$ cat config.mk
export PLATFORM = sky130hd
export DESIGN_NAME = largest_jpeg_segment_finder
export DESIGN_NICKNAME = d
export VERILOG_FILES = /design/src/hdl/ljsf_pkg.sv /design/src/hdl/ljsf_scan.sv /design/src/hdl/largest_jpeg_segment_finder.sv
export SDC_FILE = /design/constraint.sdc
export NUM_CORES = 1
export LEC_CHECK = 0
export ABC_AREA = 1
export BUFFER_PORTS_ARGS = -buffer_cell sky130_fd_sc_hd__buf_2
export CORE_MARGIN = 3
export CORE_UTILIZATION = 50
export DETAILED_ROUTE_END_ITERATION = 6
export PLACE_DENSITY_LB_ADDON = 0.15
export SLEW_MARGIN = 10
export SYNTH_ARGS = -nofsm -noshare
export SYNTH_HDL_FRONTEND = slang
export SYNTH_HIERARCHICAL = 1
export SYNTH_SLANG_ARGS = --single-unit
export TNS_END_PERCENT = 5
$ cat constraint.sdc
create_clock -name clk -period 10.6 [get_ports clk]
set_input_delay 1.06 -clock clk [delete_from_list [all_inputs] [get_ports clk]]
set_output_delay 1.06 -clock clk [all_outputs]
set_load 0.05 [all_outputs]
$ cat src/hdl/ljsf_pkg.sv
package ljsf_pkg;

    localparam int POS_BITS = 32;
    localparam int SIZE_BITS = POS_BITS + 1;
    localparam int OUT_BITS = 32;

    typedef logic [POS_BITS-1:0]  pos_t;
    typedef logic [SIZE_BITS-1:0] size_t;
    typedef logic [OUT_BITS-1:0]  out_word_t;

    localparam logic [7:0]  MARK_FF = 8'hFF;
    localparam logic [7:0]  MARK_SOI = 8'hD8;
    localparam logic [7:0]  MARK_EOI = 8'hD9;
    localparam logic [15:0] MIN_LENGTH_RESET = 16'd64;
    localparam pos_t        POS_MAX = '1;

    typedef struct packed {
        logic      found;
        out_word_t segment_start;
        out_word_t segment_length;
        logic      overflow;
    } result_t;

    // Clamps a counter-wide value to the 32-bit result fields.
    function automatic out_word_t sat_out(size_t v);
        logic [SIZE_BITS+OUT_BITS-1:0] ext;
        ext = {{OUT_BITS{1'b0}}, v};
        if (|ext[SIZE_BITS+OUT_BITS-1:OUT_BITS])
        begin
            return '1;
        end
        return ext[OUT_BITS-1:0];
    endfunction

endpackage

$ cat src/hdl/ljsf_scan.sv
module ljsf_scan
    import ljsf_pkg::*;
(
    input  logic        clk,
    input  logic        rst_n,
    input  logic        accept,
    input  logic [7:0]  data_byte,
    input  logic        is_last,
    input  logic [15:0] min_length,
    output result_t     result
);

    pos_t  position_reg, position_next;
    logic  prev_ff_reg, prev_ff_next;
    logic  inside_reg, inside_next;
    pos_t  open_start_reg, open_start_next;
    pos_t  best_offset_reg, best_offset_next;
    size_t best_size_reg, best_size_next;
    logic  overflow_reg, overflow_next;
    size_t seg_len;
    logic  restart;

    assign seg_len = size_t'(position_reg) + size_t'(1) - size_t'(open_start_reg);

    always_comb
    begin
        inside_next = inside_reg;
        open_start_next = open_start_reg;
        best_offset_next = best_offset_reg;
        best_size_next = best_size_reg;
        restart = 1'b0;
        if (!inside_reg)
        begin
            if (prev_ff_reg && data_byte == MARK_SOI)
            begin
                inside_next = 1'b1;
                open_start_next = (position_reg != '0) ? position_reg - pos_t'(1) : '0;
                restart = 1'b1;
            end
        end
        else if (prev_ff_reg && data_byte == MARK_EOI)
        begin
            if (seg_len > best_size_reg)
            begin
                best_size_next = seg_len;
                best_offset_next = open_start_reg;
            end
            inside_next = 1'b0;
            restart = 1'b1;
        end
        prev_ff_next = restart ? 1'b0 : (data_byte == MARK_FF);
        position_next = position_reg;
        overflow_next = overflow_reg;
        if (position_reg == POS_MAX)
        begin
            overflow_next = 1'b1;
        end
        else
        begin
            position_next = position_reg + pos_t'(1);
        end
    end

    always_comb
    begin
        result.found = best_size_next >= size_t'(min_length);
        result.segment_start = sat_out(size_t'(best_offset_next));
        result.segment_length = sat_out(best_size_next);
        result.overflow = overflow_reg;
    end

    always_ff @(posedge clk or negedge rst_n)
    begin
        if (!rst_n)
        begin
            position_reg <= '0;
            prev_ff_reg <= 1'b0;
            inside_reg <= 1'b0;
            open_start_reg <= '0;
            best_offset_reg <= '0;
            best_size_reg <= '0;
            overflow_reg <= 1'b0;
        end
        else if (accept)
        begin
            if (is_last)
            begin
                position_reg <= '0;
                prev_ff_reg <= 1'b0;
                inside_reg <= 1'b0;
                open_start_reg <= '0;
                best_offset_reg <= '0;
                best_size_reg <= '0;
                overflow_reg <= 1'b0;
            end
            else
            begin
                position_reg <= position_next;
                prev_ff_reg <= prev_ff_next;
                inside_reg <= inside_next;
                open_start_reg <= open_start_next;
                best_offset_reg <= best_offset_next;
                best_size_reg <= best_size_next;
                overflow_reg <= overflow_next;
            end
        end
    end

endmodule

$ cat src/hdl/largest_jpeg_segment_finder.sv
// Scans a byte stream for embedded JPEG segments (FF D8 up to the next FF D9)
// and reports the longest closed one when the stream ends.
// The slave channel takes one stream byte per request, with tlast on the
// final byte of the stream. The master channel gives one result request per
// stream, carrying the start offset and length of the longest segment plus
// the found and overflow flags.
// The block accepts one byte every cycle while s_tready is high; the scan
// state is updated by a single compare-and-subtract stage per accepted byte.
// The result appears on the master channel in the cycle after the last byte
// is accepted and is held in an output register until it is taken. While a
// result waits, the block accepts bytes only if the receiver takes it in
// the same cycle, so a stall on the master side stalls the slave side.
// The minimum length register resets to 64 and is written through cfg_wen and
// cfg_wdata by the user while the block is idle, which it does not enforce.
// Reset clears all stream state and the output register; after each result
// the stream state clears itself and the minimum length is kept.
module largest_jpeg_segment_finder
    import ljsf_pkg::*;
(
    input  logic        clk,
    input  logic        rst_n,
    input  logic        cfg_wen,
    input  logic [15:0] cfg_wdata,
    input  logic        s_tvalid,
    output logic        s_tready,
    input  logic [7:0]  s_tdata,   // data_byte
    input  logic        s_tlast,
    output logic        m_tvalid,
    input  logic        m_tready,
    output logic [63:0] m_tdata,   // segment_start, segment_length
    output logic [1:0]  m_tuser    // found, overflow
);

    logic [15:0] min_length_reg;
    logic        out_valid_reg;
    result_t     out_reg;
    result_t     scan_result;
    logic        accept;

    assign s_tready = !out_valid_reg || m_tready;
    assign accept = s_tvalid && s_tready;

    ljsf_scan u_scan (
        .clk        (clk),
        .rst_n      (rst_n),
        .accept     (accept),
        .data_byte  (s_tdata),
        .is_last    (s_tlast),
        .min_length (min_length_reg),
        .result     (scan_result)
    );

    always_ff @(posedge clk or negedge rst_n)
    begin
        if (!rst_n)
        begin
            min_length_reg <= MIN_LENGTH_RESET;
        end
        else if (cfg_wen)
        begin
            min_length_reg <= cfg_wdata;
        end
    end

    always_ff @(posedge clk or negedge rst_n)
    begin
        if (!rst_n)
        begin
            out_valid_reg <= 1'b0;
        end
        else if (accept && s_tlast)
        begin
            out_valid_reg <= 1'b1;
        end
        else if (m_tready)
        begin
            out_valid_reg <= 1'b0;
        end
    end

    always_ff @(posedge clk or negedge rst_n)
    begin
        if (!rst_n)
        begin
            out_reg <= '0;
        end
        else if (accept && s_tlast)
        begin
            out_reg <= scan_result;
        end
    end

    assign m_tvalid = out_valid_reg;
    assign m_tdata = {out_reg.segment_length, out_reg.segment_start};
    assign m_tuser = {out_reg.overflow, out_reg.found};

endmodule

==> results of run 1 <==
==> worst max-delay path, delay by kind of cell (launching register included) <==
kind                       cells  cell delay [ps]
AOI/OAI and AO/OA              5             1350
adders and majority gates      5             1390
buffers and inverters          7              730
DFF                            1              380
and+or+nand+nor               20             2610
==> per-layer routing <==
metal | vias to the layer above | GRT usage, % | wire length (um)
li1 | 6936 | - | -
met1 | 6657 | 43.8 | 22700
met2 | 493 | 39.1 | 18500
met3 | 67 | 5.13 | 3560
met4 | 0 | 5.37 | 797
met5 | - | 0 | 0
==> power groups by stage <==
stage	combinational (mW)	sequential (mW)	clock, mW
after floorplan	0.582	0.856	0
after global placement	0.827	0.858	0
after detailed placement	0.830	0.859	0
after CTS	0.835	0.844	0.885
after global routing	0.958	0.845	0.914
final	0.850	0.845	0.863
==> stage by stage <==
stage / cell area [um^2] / setup slack [ps]
after floorplan: 15200 / 5190
after global placement: 15800 / 4360
after detailed placement: 15800 / 4220
after CTS: 16600 / 4190
after global routing: 16600 / 3290
final: 16600 / 4020
==> placed cells by master (no fill, tap or decap), drive strengths merged, types with 2 or more instances in the layout <==
cell and instances:
a21o 3, a21oi 52, xor2 40, o31ai 8
clkinv 6, nand3b 9, o2bb2ai 3, nand2 603
ha 115, inv 368, or2 13, buf 106
a21boi 4, xnor2 10, nand3 63, o22ai 87
a211oi 3, nand4 106, and2 4, a31oi 2
nor4 14, clkbuf 40, nor2 157, o21a 5
o21bai 2, nor3 31, o21ai 99, dfrtp 214
o32ai 3
==> worst max-delay path by stage <==
stage	slack, ps	endpoint	depth (start not counted)	start
3_5_place_dp	4220	m_tuser[0]$_DFFE_PN0P_	37	u_scan/position_reg[1]$_DFFE_PN0P_
3_3_place_gp	4360	m_tuser[0]$_DFFE_PN0P_	37	u_scan/position_reg[1]$_DFFE_PN0P_
4_1_cts	4190	m_tuser[0]$_DFFE_PN0P_	37	u_scan/position_reg[1]$_DFFE_PN0P_
5_1_grt	3290	m_tuser[0]$_DFFE_PN0P_	37	u_scan/position_reg[1]$_DFFE_PN0P_
2_1_floorplan	5190	m_tuser[0]$_DFFE_PN0P_	44	u_scan/position_reg[1]$_DFFE_PN0P_
6_report	4020	m_tuser[0]$_DFFE_PN0P_	37	u_scan/position_reg[1]$_DFFE_PN0P_
==> Yosys cell counts (3+ instances only) <==
cell and number:
o21ai_2 5, o21ai_0 59, nand4_1 103, or2_0 4, ha_1 115, o31ai_1 8, and2_1 4, dfrtp_1 214
nor2_2 5, xnor2_1 10, a211oi_1 3, nand2_2 8, clkbuf_1 40, a21oi_1 50, nor3_1 26, or2_2 9
o2bb2ai_1 3, nor2_4 3, o21a_1 5, o21ai_1 35, o22ai_1 87, inv_1 361, nor3_2 4, xor2_1 40
nand2_1 594, nor4_1 13, buf_6 7, o32ai_1 3, buf_2 31, nor2_1 148, inv_2 5, nand3_1 57
a21o_1 3, nand3b_1 9, nand3_2 5, buf_4 5
==> kinds of logic after synthesis <==
kind of cell             count (synthesis)
flip-flops                             215
buffers and inverters                  452
AO/OA/AOI/OAI                          276
adder cells (fa/ha/maj)                116
AND/OR/NAND/NOR                       1002
XOR/XNOR                                50
==> cell type report <==
| cell class | count | share of cell area, % |
|---|---|---|
| clock buffers | 40 | 4.47 |
| flip-flops and latches | 215 | 32.4 |
| clock inverters | 7 | 0.451 |
| inverters | 368 | 8.33 |
| multi-input cells | 1444 | 48.1 |
| diodes | 1 | 0.0150 |
| repair buffers | 106 | 3.39 |
| well taps | 390 | 2.93 |
==> run metrics, run 1 <==
post-route insts no fill 2571; CTS tree built; worst-path fanout max 18; row count 63; die span in y 180 um; worst hold endpoint m_tdata[4]$_DFFE_PN0P_; boundary pin count about 100; WL final 45500 um; relative slew slack between 30% and 40%; clk sinks 215; status complete, no violations; Yosys warnings 6; Multi-input gate area ~0.008 mm^2; clock slew at reported path FFs 60 ps; area grow syn2layout 9.69%; # resized after CTS 0; Peak VDD IR roughly 0.00013 V; # nets final approximately 2.3k; mux contribution to synthesized area 0%; # fillers 2979; CP Launch Type flip-flop; initial core utilization between 50% and 60%; post-route setup TNS 0 ps; # setup viols final 0; core area a little under 0.03 mm^2; Final Hold Viols 0; combinational power share 33.2%; Die ar. 0.0324 mm^2; Sw Share 37.2%; CP Data Required Time ~11000 ps; fmax 152 MHz; Async SR Flop Fraction 100%; hpwl dp between 30000 and 40000 um; Port-buffer cells 97; worst r2r dst m_tuser[0]$_DFFE_PN0P_; Slew @ Worst Pin 1010 ps; Yosys cell types 60; flops & latches, synth 215; static leakage 9.61 nW; post-layout util roughly 56%; Clk Tree Root Cell clkbuf_16; # hold bufs at CTS 0; total CTS buffers 26; initial antenna violation count 0; CP Class flip-flop to flip-flop; number of synthesized flops with an enable pin 0; setup repair bufs after CTS 0; hold path start m_tdata[4]$_DFFE_PN0P_; Largest register FFs 64; grt ovf 0; hold path depth 2; Final Cycle Share 62.1%; clk_skew 11.1 ps; Synth Area per Inst 7.18 um^2; ys flop type dfrtp_1; die width about 180 um; vias per inst roughly 5.5; Simple-Gate Fraction of Synth Area 29.3%; Clk pwr share roughly 34%; Hold Path Class flip-flop to flip-flop; slowest CP cell o21ai_0; Residual DRC 0; Seq/Total Area, Yosys 35.5%; largest net degree at the start of global routing 105; Syn Inst Count 2111; worst r2r path cells 37; share of cells above drive strength 1 9.36%; CP arrival 7010 ps; internal power 1.61 mW; FF/Latch Area 0.00538 mm^2; hold_ws ~460 ps; Initial DRC Count 1460; final max-slew violation count 0; pwr/cell area 154 mW/mm^2; vias in the first global route 13.1k; top-area cell type share of the netlist area 35.3%; first-pass GRT wire length 73000 um; H-tree Lvls 1; main combinational cell family by area after synthesis simple AND/OR/NAND/NOR gates; Final Critical Period about 6600 ps; crit path capture type flip-flop; RSZ-0062 raised after global routing no; GRT Util Overall 27.6%; Reg2Reg Setup Slack 4020 ps; clk buf depth 3; vias post-DR 14.2k; Synth Area in Adders 9.62%; Post-Syn Area 0.0152 mm^2; Pre-antenna DRT Iters 5; routed len/inst ~18 um; dpl cells between 2k and 3k; clock latency on the worst-skew pair approximately 550 ps; routability cong. around 0.95; Reg2Reg Launch Point u_scan/position_reg[1]$_DFFE_PN0P_; top cells by area, synth dfrtp_1 (35%), nand2_1 (15%), ha_1 (9.5%), inv_1 (8.9%), nand4_1 (4.3%); post-synth top area cell dfrtp_1; overall power 2.56 mW; most used cell, CP nand2_1; Synth Area in XOR/XNOR 2.89%; Reg power frac 33.0%; Compound-Gate Fraction of Synth Area 10.7%; CP max stage delay 600 ps; switching power 950 uW; Max-cap violations 0; Detail Route Antenna Nets 0; syn nets about 2.3k
Power figures use the tool's default switching activity.
==> run 2: changes to the inputs <==
clock period = 5.67 ns   (was 10.6 ns; I/O delays follow)
==> run 2 against run 1 <==
Net effect:
- register-to-register slack got worse by 3700 ps
- worst hold slack got worse by 240 ps
- combinational power rose by 110%
- clock-buffer cell count fell by 6
- clock power rose by 87%
- die area did not move
- worst setup slack got worse by 3700 ps
- final area rose by 7.4%
- critical path type unchanged
==> run metrics, run 2 (synthesis gave the netlist of run 1 again) <==
commonest cells after routing, fill and taps aside nand2_1 (580), inv_1 (349), dfrtp_1 (211); CP max stage delay about 400 ps; hold path depth 3; CP Class flip-flop to flip-flop; clock slew at reported path FFs approximately 60 ps; Largest register FFs 64; Final Critical Period 5320 ps; vias per inst 5.44; Reg2Reg Setup Slack 350 ps; critical path's top delay family simple AND/OR/NAND/NOR gates; Detail Route Antenna Nets 0; CP Data Required Time 6160 ps; critical path endpoint m_tuser[0]$_DFFE_PN0P_; Clk Tree Root Cell clkbuf_16; vias post-DR 14.5k; setup ws final 347 ps; GRT Util Overall 28.5%; post-route setup TNS 0 ps; largest net degree at the start of global routing 151; total CTS buffers 26; Initial DRC Count 1578; routed len/inst 17.8 um; # diodes 0; Reg2Reg Launch Point u_scan/open_start_reg[8]$_DFFE_PN0P_; post-layout util 59.9%; boundary pin count 98; FF/Latch Area 0.00539 mm^2; # fillers 2788; fmax 188 MHz; status complete, no violations; clk buf depth 3; relative slew slack 24.9%; Reg power frac 31.8%; slowest CP cell ha_1; routability cong. ~0.95; grt ovf 0; Port-buffer cells 97; Final Cycle Share a little over nine tenths; die span in y 180 um; clk sinks 215; hpwl dp 36500 um; overall power 4.96 mW; pwr/cell area 278 mW/mm^2; initial core utilization 50.9%; post-place setup slack -49.4 ps; clk_skew 23.4 ps; clock latency on the worst-skew pair 550 ps; Max-cap violations 0; commonest non-fill, non-tap cell in the layout nand2_1; WL final 47600 um; worst r2r path cells 39; row count 63; area grow syn2layout 17.8%; Sw Share 36.9%; first-pass GRT wire length 75300 um; Critical Path Stages 39; combinational power share 35.7%; Die ar. around 0.032 mm^2; Clk pwr share 32.4%; CTS tree built; switching power 1.83 mW; Residual DRC 0; Slew @ Worst Pin between 1000 and 1500 ps; Hold Path Class input port to flip-flop; core area 0.0298 mm^2; # setup viols final 0; worst r2r dst m_tuser[0]$_DFFE_PN0P_; internal power 3.13 mW; Peak VDD IR 0.000214 V; Multi-input gate area 0.00842 mm^2; Final Hold Viols 0; # nets final 2410; die width 180 um; most used cell, CP nand2_1; WP buf/inv 6; static leakage 10.2 nW; Pre-antenna DRT Iters 6; initial antenna violation count 0; vias in the first global route ~14k; H-tree Lvls 1; worst-path fanout max 7; CP Launch Type flip-flop; share of cells above drive strength 1 17.3%; Setup crit start u_scan/open_start_reg[8]$_DFFE_PN0P_; crit path capture type flip-flop; final max-slew violation count 0; CP arrival approximately 5800 ps
## run 2: changes by cell type in the layout (fill, tap and decap cells not counted), moves of 10 or more
| cell | change |
|---|---|
| inv_2 | +10 |
| nand2_1 | -14 |
| buf_4 | +97 |
| o21ai_2 | +10 |
| ha_4 | +11 |
| nor2_1 | -12 |
| ha_1 | -15 |
| inv_1 | -11 |
| nand2_2 | +10 |
## run 2: worst min-delay path by stage
stage | startpoint | end | slack, ps
after floorplan | rst_n | m_tdata[0]$_DFFE_PN0P_ | 270
after global placement | m_tdata[0]$_DFFE_PN0P_ | m_tdata[0]$_DFFE_PN0P_ | 450
after detailed placement | m_tdata[28]$_DFFE_PN0P_ | m_tdata[28]$_DFFE_PN0P_ | 450
after CTS | cfg_wdata[4] | min_length_reg[4]$_DFFE_PN0P_ | 210
after global routing | cfg_wdata[14] | min_length_reg[14]$_DFFE_PN0P_ | 210
final | cfg_wdata[14] | min_length_reg[14]$_DFFE_PN0P_ | 220
## run 2: layout make-up
type                       count  share of cell area, %
multi-input combinational   1445                   47.1
sequential                   215                   30.2
tap                          390                   2.73
clock inverter                10                  0.505
clock buffer                  34                   4.09
timing repair buffer         208                   7.59
inverter                     368                   7.77
## run 2: worst register-to-register path: cells and delay by family (launching register included)
kind	cells	cell delay, ps
xor+xnor	1	180
buf+inv	6	640
fa+ha+maj	4	1210
compound gates	2	230
flops	1	370
simple gates	26	2640
## run 2: what timing repair did
item | CTS | global route
endpoints found under the hold margin | 59 | 0
endpoints found under the setup margin | 1 | 2
gates cloned | 1 | 0
buffers inserted | 0 | 4
pin swaps | 1 | 42
gates resized for setup | 3 | 113
hold buffers | 1 | 0
## run 2: metal layers
metal / part of all wire (%) / track usage (%)
met4: 1.9 / 5.50
met5: 0 / 0
met1: 49 / 44.1
met3: 7.8 / 4.84
met2: 42 / 42.3
## run 2: through the flow
stage                     cell area, um^2  std cells  hold slack [ps]
after floorplan                     15200       2111              271
after global placement              16500       2620              449
after detailed placement            16500       2620              454
after CTS                           17400       2666              206
after global routing                17900       2670              211
final                               17900       2670              221
## run 2: power by group through the flow
stage / Sequential, mW / Combinational (mW) / Clock [mW]
floorplan: 1.60 / 1.09 / 0
global placement: 1.60 / 1.61 / 0
detailed placement: 1.61 / 1.62 / 0
CTS: 1.58 / 1.64 / 1.65
global route: 1.58 / 1.99 / 1.71
finish: 1.58 / 1.77 / 1.61
==> run 3: changes to the inputs <==
CORE_ASPECT_RATIO = 1.2   (was not set)
==> run 3 against run 2 <==
Net effect:
- the flow now finishes with violations (design-rule violations)
- worst hold slack lost 210 ps
- non-clock buffer count shrank 16
- via count shrank 0.94%
- fmax shrank 2.6%
- register-to-register slack lost 140 ps
- flip-flop and latch count is the same
- clock-buffer cell count shrank 4
- critical path depth shrank 2
- global-route usage is essentially flat
- clock power is essentially flat
- largest cell class unchanged
- largest power group unchanged
- highest routed layer unchanged
==> run metrics, run 3 (synthesis gave the netlist of run 1 again) <==
routed len/inst 17.6 um; slowest CP cell dfrtp_1; commonest non-fill, non-tap cell in the layout nand2_1; status finished with violations; share of cells above drive strength 1 15.8%; CP max stage delay approximately 430 ps; hpwl dp 35800 um; crit path capture type flip-flop; H-tree Lvls 1; CP arrival 5930 ps; Slew @ Worst Pin 1060 ps; final max-slew violation count 0; initial antenna violation count 1; Max-cap violations 0; hold_ws 8.47 ps; worst r2r dst m_tuser[0]$_DFFE_PN0P_; Initial DRC Count between 900 and 1k; relative slew slack 29.2%; Die ar. between 0.03 and 0.04 mm^2; fmax 183 MHz; # nets final 2392; pwr/cell area 281 mW/mm^2; clk_skew 18.5 ps; die width 165 um; area grow syn2layout 16.1%; grt ovf 0; Largest register FFs 64; die span in y roughly 200 um; first-pass GRT wire length 73400 um; Final Critical Period 5460 ps; GRT Util Overall 28.5%; core area 0.0298 mm^2; boundary pin count 98; row count 69; Reg2Reg Launch Point u_scan/position_reg[13]$_DFFE_PN0P_; clk buf depth 3; # diodes 0; setup ws final just over 200 ps; CP Data Required Time 6130 ps; most used cell, CP nand2_1; CP Class flip-flop to flip-flop; post-place setup slack around 5.9 ps; Clk Tree Root Cell clkbuf_16; total CTS buffers 24; initial core utilization 50.9%; clk sinks 215; commonest cells after routing, fill and taps aside nand2_1 (578), inv_1 (357), dfrtp_1 (214); Reg2Reg Setup Slack 210 ps; Peak VDD IR ~0.00028 V; vias per inst 5.43; worst r2r path cells 37; CTS tree built; clock slew at reported path FFs 60 ps; Port-buffer cells a little under 100; Final Cycle Share 96.4%; vias post-DR 14.4k; CP Launch Type flip-flop; largest net degree at the start of global routing 128; Final Hold Viols 0; routability cong. ~1; failing checks design-rule violations; # hold bufs at CTS 0; static leakage 10.1 nW; # setup viols final 0; Pre-antenna DRT Iters 7; Hold Path Class input port to asynchronous set/reset pin; vias in the first global route about 14k; WL final between 40000 and 50000 um; worst-path fanout max 7; Detail Route Antenna Nets 0; Residual DRC 1; clock latency on the worst-skew pair about 540 ps
run 3: worst max-delay path by stage:
stage,start,endpoint,slack (ps)
final,u_scan/position_reg[13]$_DFFE_PN0P_,m_tuser[0]$_DFFE_PN0P_,210
after global routing,u_scan/position_reg[13]$_DFFE_PN0P_,m_tuser[0]$_DFFE_PN0P_,-70
after CTS,u_scan/position_reg[1]$_DFFE_PN0P_,m_tuser[0]$_DFFE_PN0P_,40
after detailed placement,u_scan/position_reg[1]$_DFFE_PN0P_,m_tuser[0]$_DFFE_PN0P_,6
after global placement,u_scan/position_reg[1]$_DFFE_PN0P_,m_tuser[0]$_DFFE_PN0P_,180
after floorplan,u_scan/position_reg[1]$_DFFE_PN0P_,m_tuser[0]$_DFFE_PN0P_,260
run 3: metrics by stage:
stage / cell area [um^2] / power [mW] / std cells / utilization (%) / TNS, ps
2_1_floorplan: 15200 / 2.69 / 2111 / - / 0
3_3_place_gp: 16400 / 3.18 / 2597 / 55.0 / 0
3_5_place_dp: 16400 / 3.19 / 2597 / 55.0 / 0
4_1_cts: 17200 / 4.82 / 2637 / 57.6 / 0
5_1_grt: 17600 / 5.25 / 2650 / 59.1 / -69.3
6_report: 17600 / 4.95 / 2650 / 59.1 / 0
run 3: metal layers:
| layer | global-route usage (%) | part of all wire [%] |
|---|---|---|
| met1 | 35.9 | 41 |
| met2 | 49.7 | 49 |
| met3 | 2.44 | 4.2 |
| met4 | 12.6 | 5.3 |
| met5 | 0 | 0 |
run 3: final cells by class:
| type | instances | area (um^2) |
|---|---|---|
| Clock inverter | 10 | 145 |
| Sequential cell | 215 | 5380 |
| Tap cell | 390 | 488 |
| Inverter | 368 | 1390 |
| Fill cell | 2923 | 12200 |
| Clock buffer | 30 | 653 |
| Multi-Input combinational cell | 1445 | 8300 |
| Timing Repair Buffer | 192 | 1240 |
run 3: critical path: cells and delay by family, from the launching register on:
family	cells	cell delay, ps
fa+ha+maj	4	1310
simple gates	25	2500
buf+inv	4	450
compound gates	3	560
flops	1	430
xor+xnor	1	160
run 3: timing repair:
| item | in CTS | in global routing |
|---|---|---|
| endpoints found under the setup margin | 1 | 1 |
| cloned | 0 | 1 |
| pin swaps | 0 | 18 |
| setup buffers | 0 | 12 |
| resized for setup | 1 | 90 |
run 3: where the power goes:
part,internal [mW],switching (mW)
registers,1.56,0.0160
logic,0.616,1.15
clock network,0.951,0.659
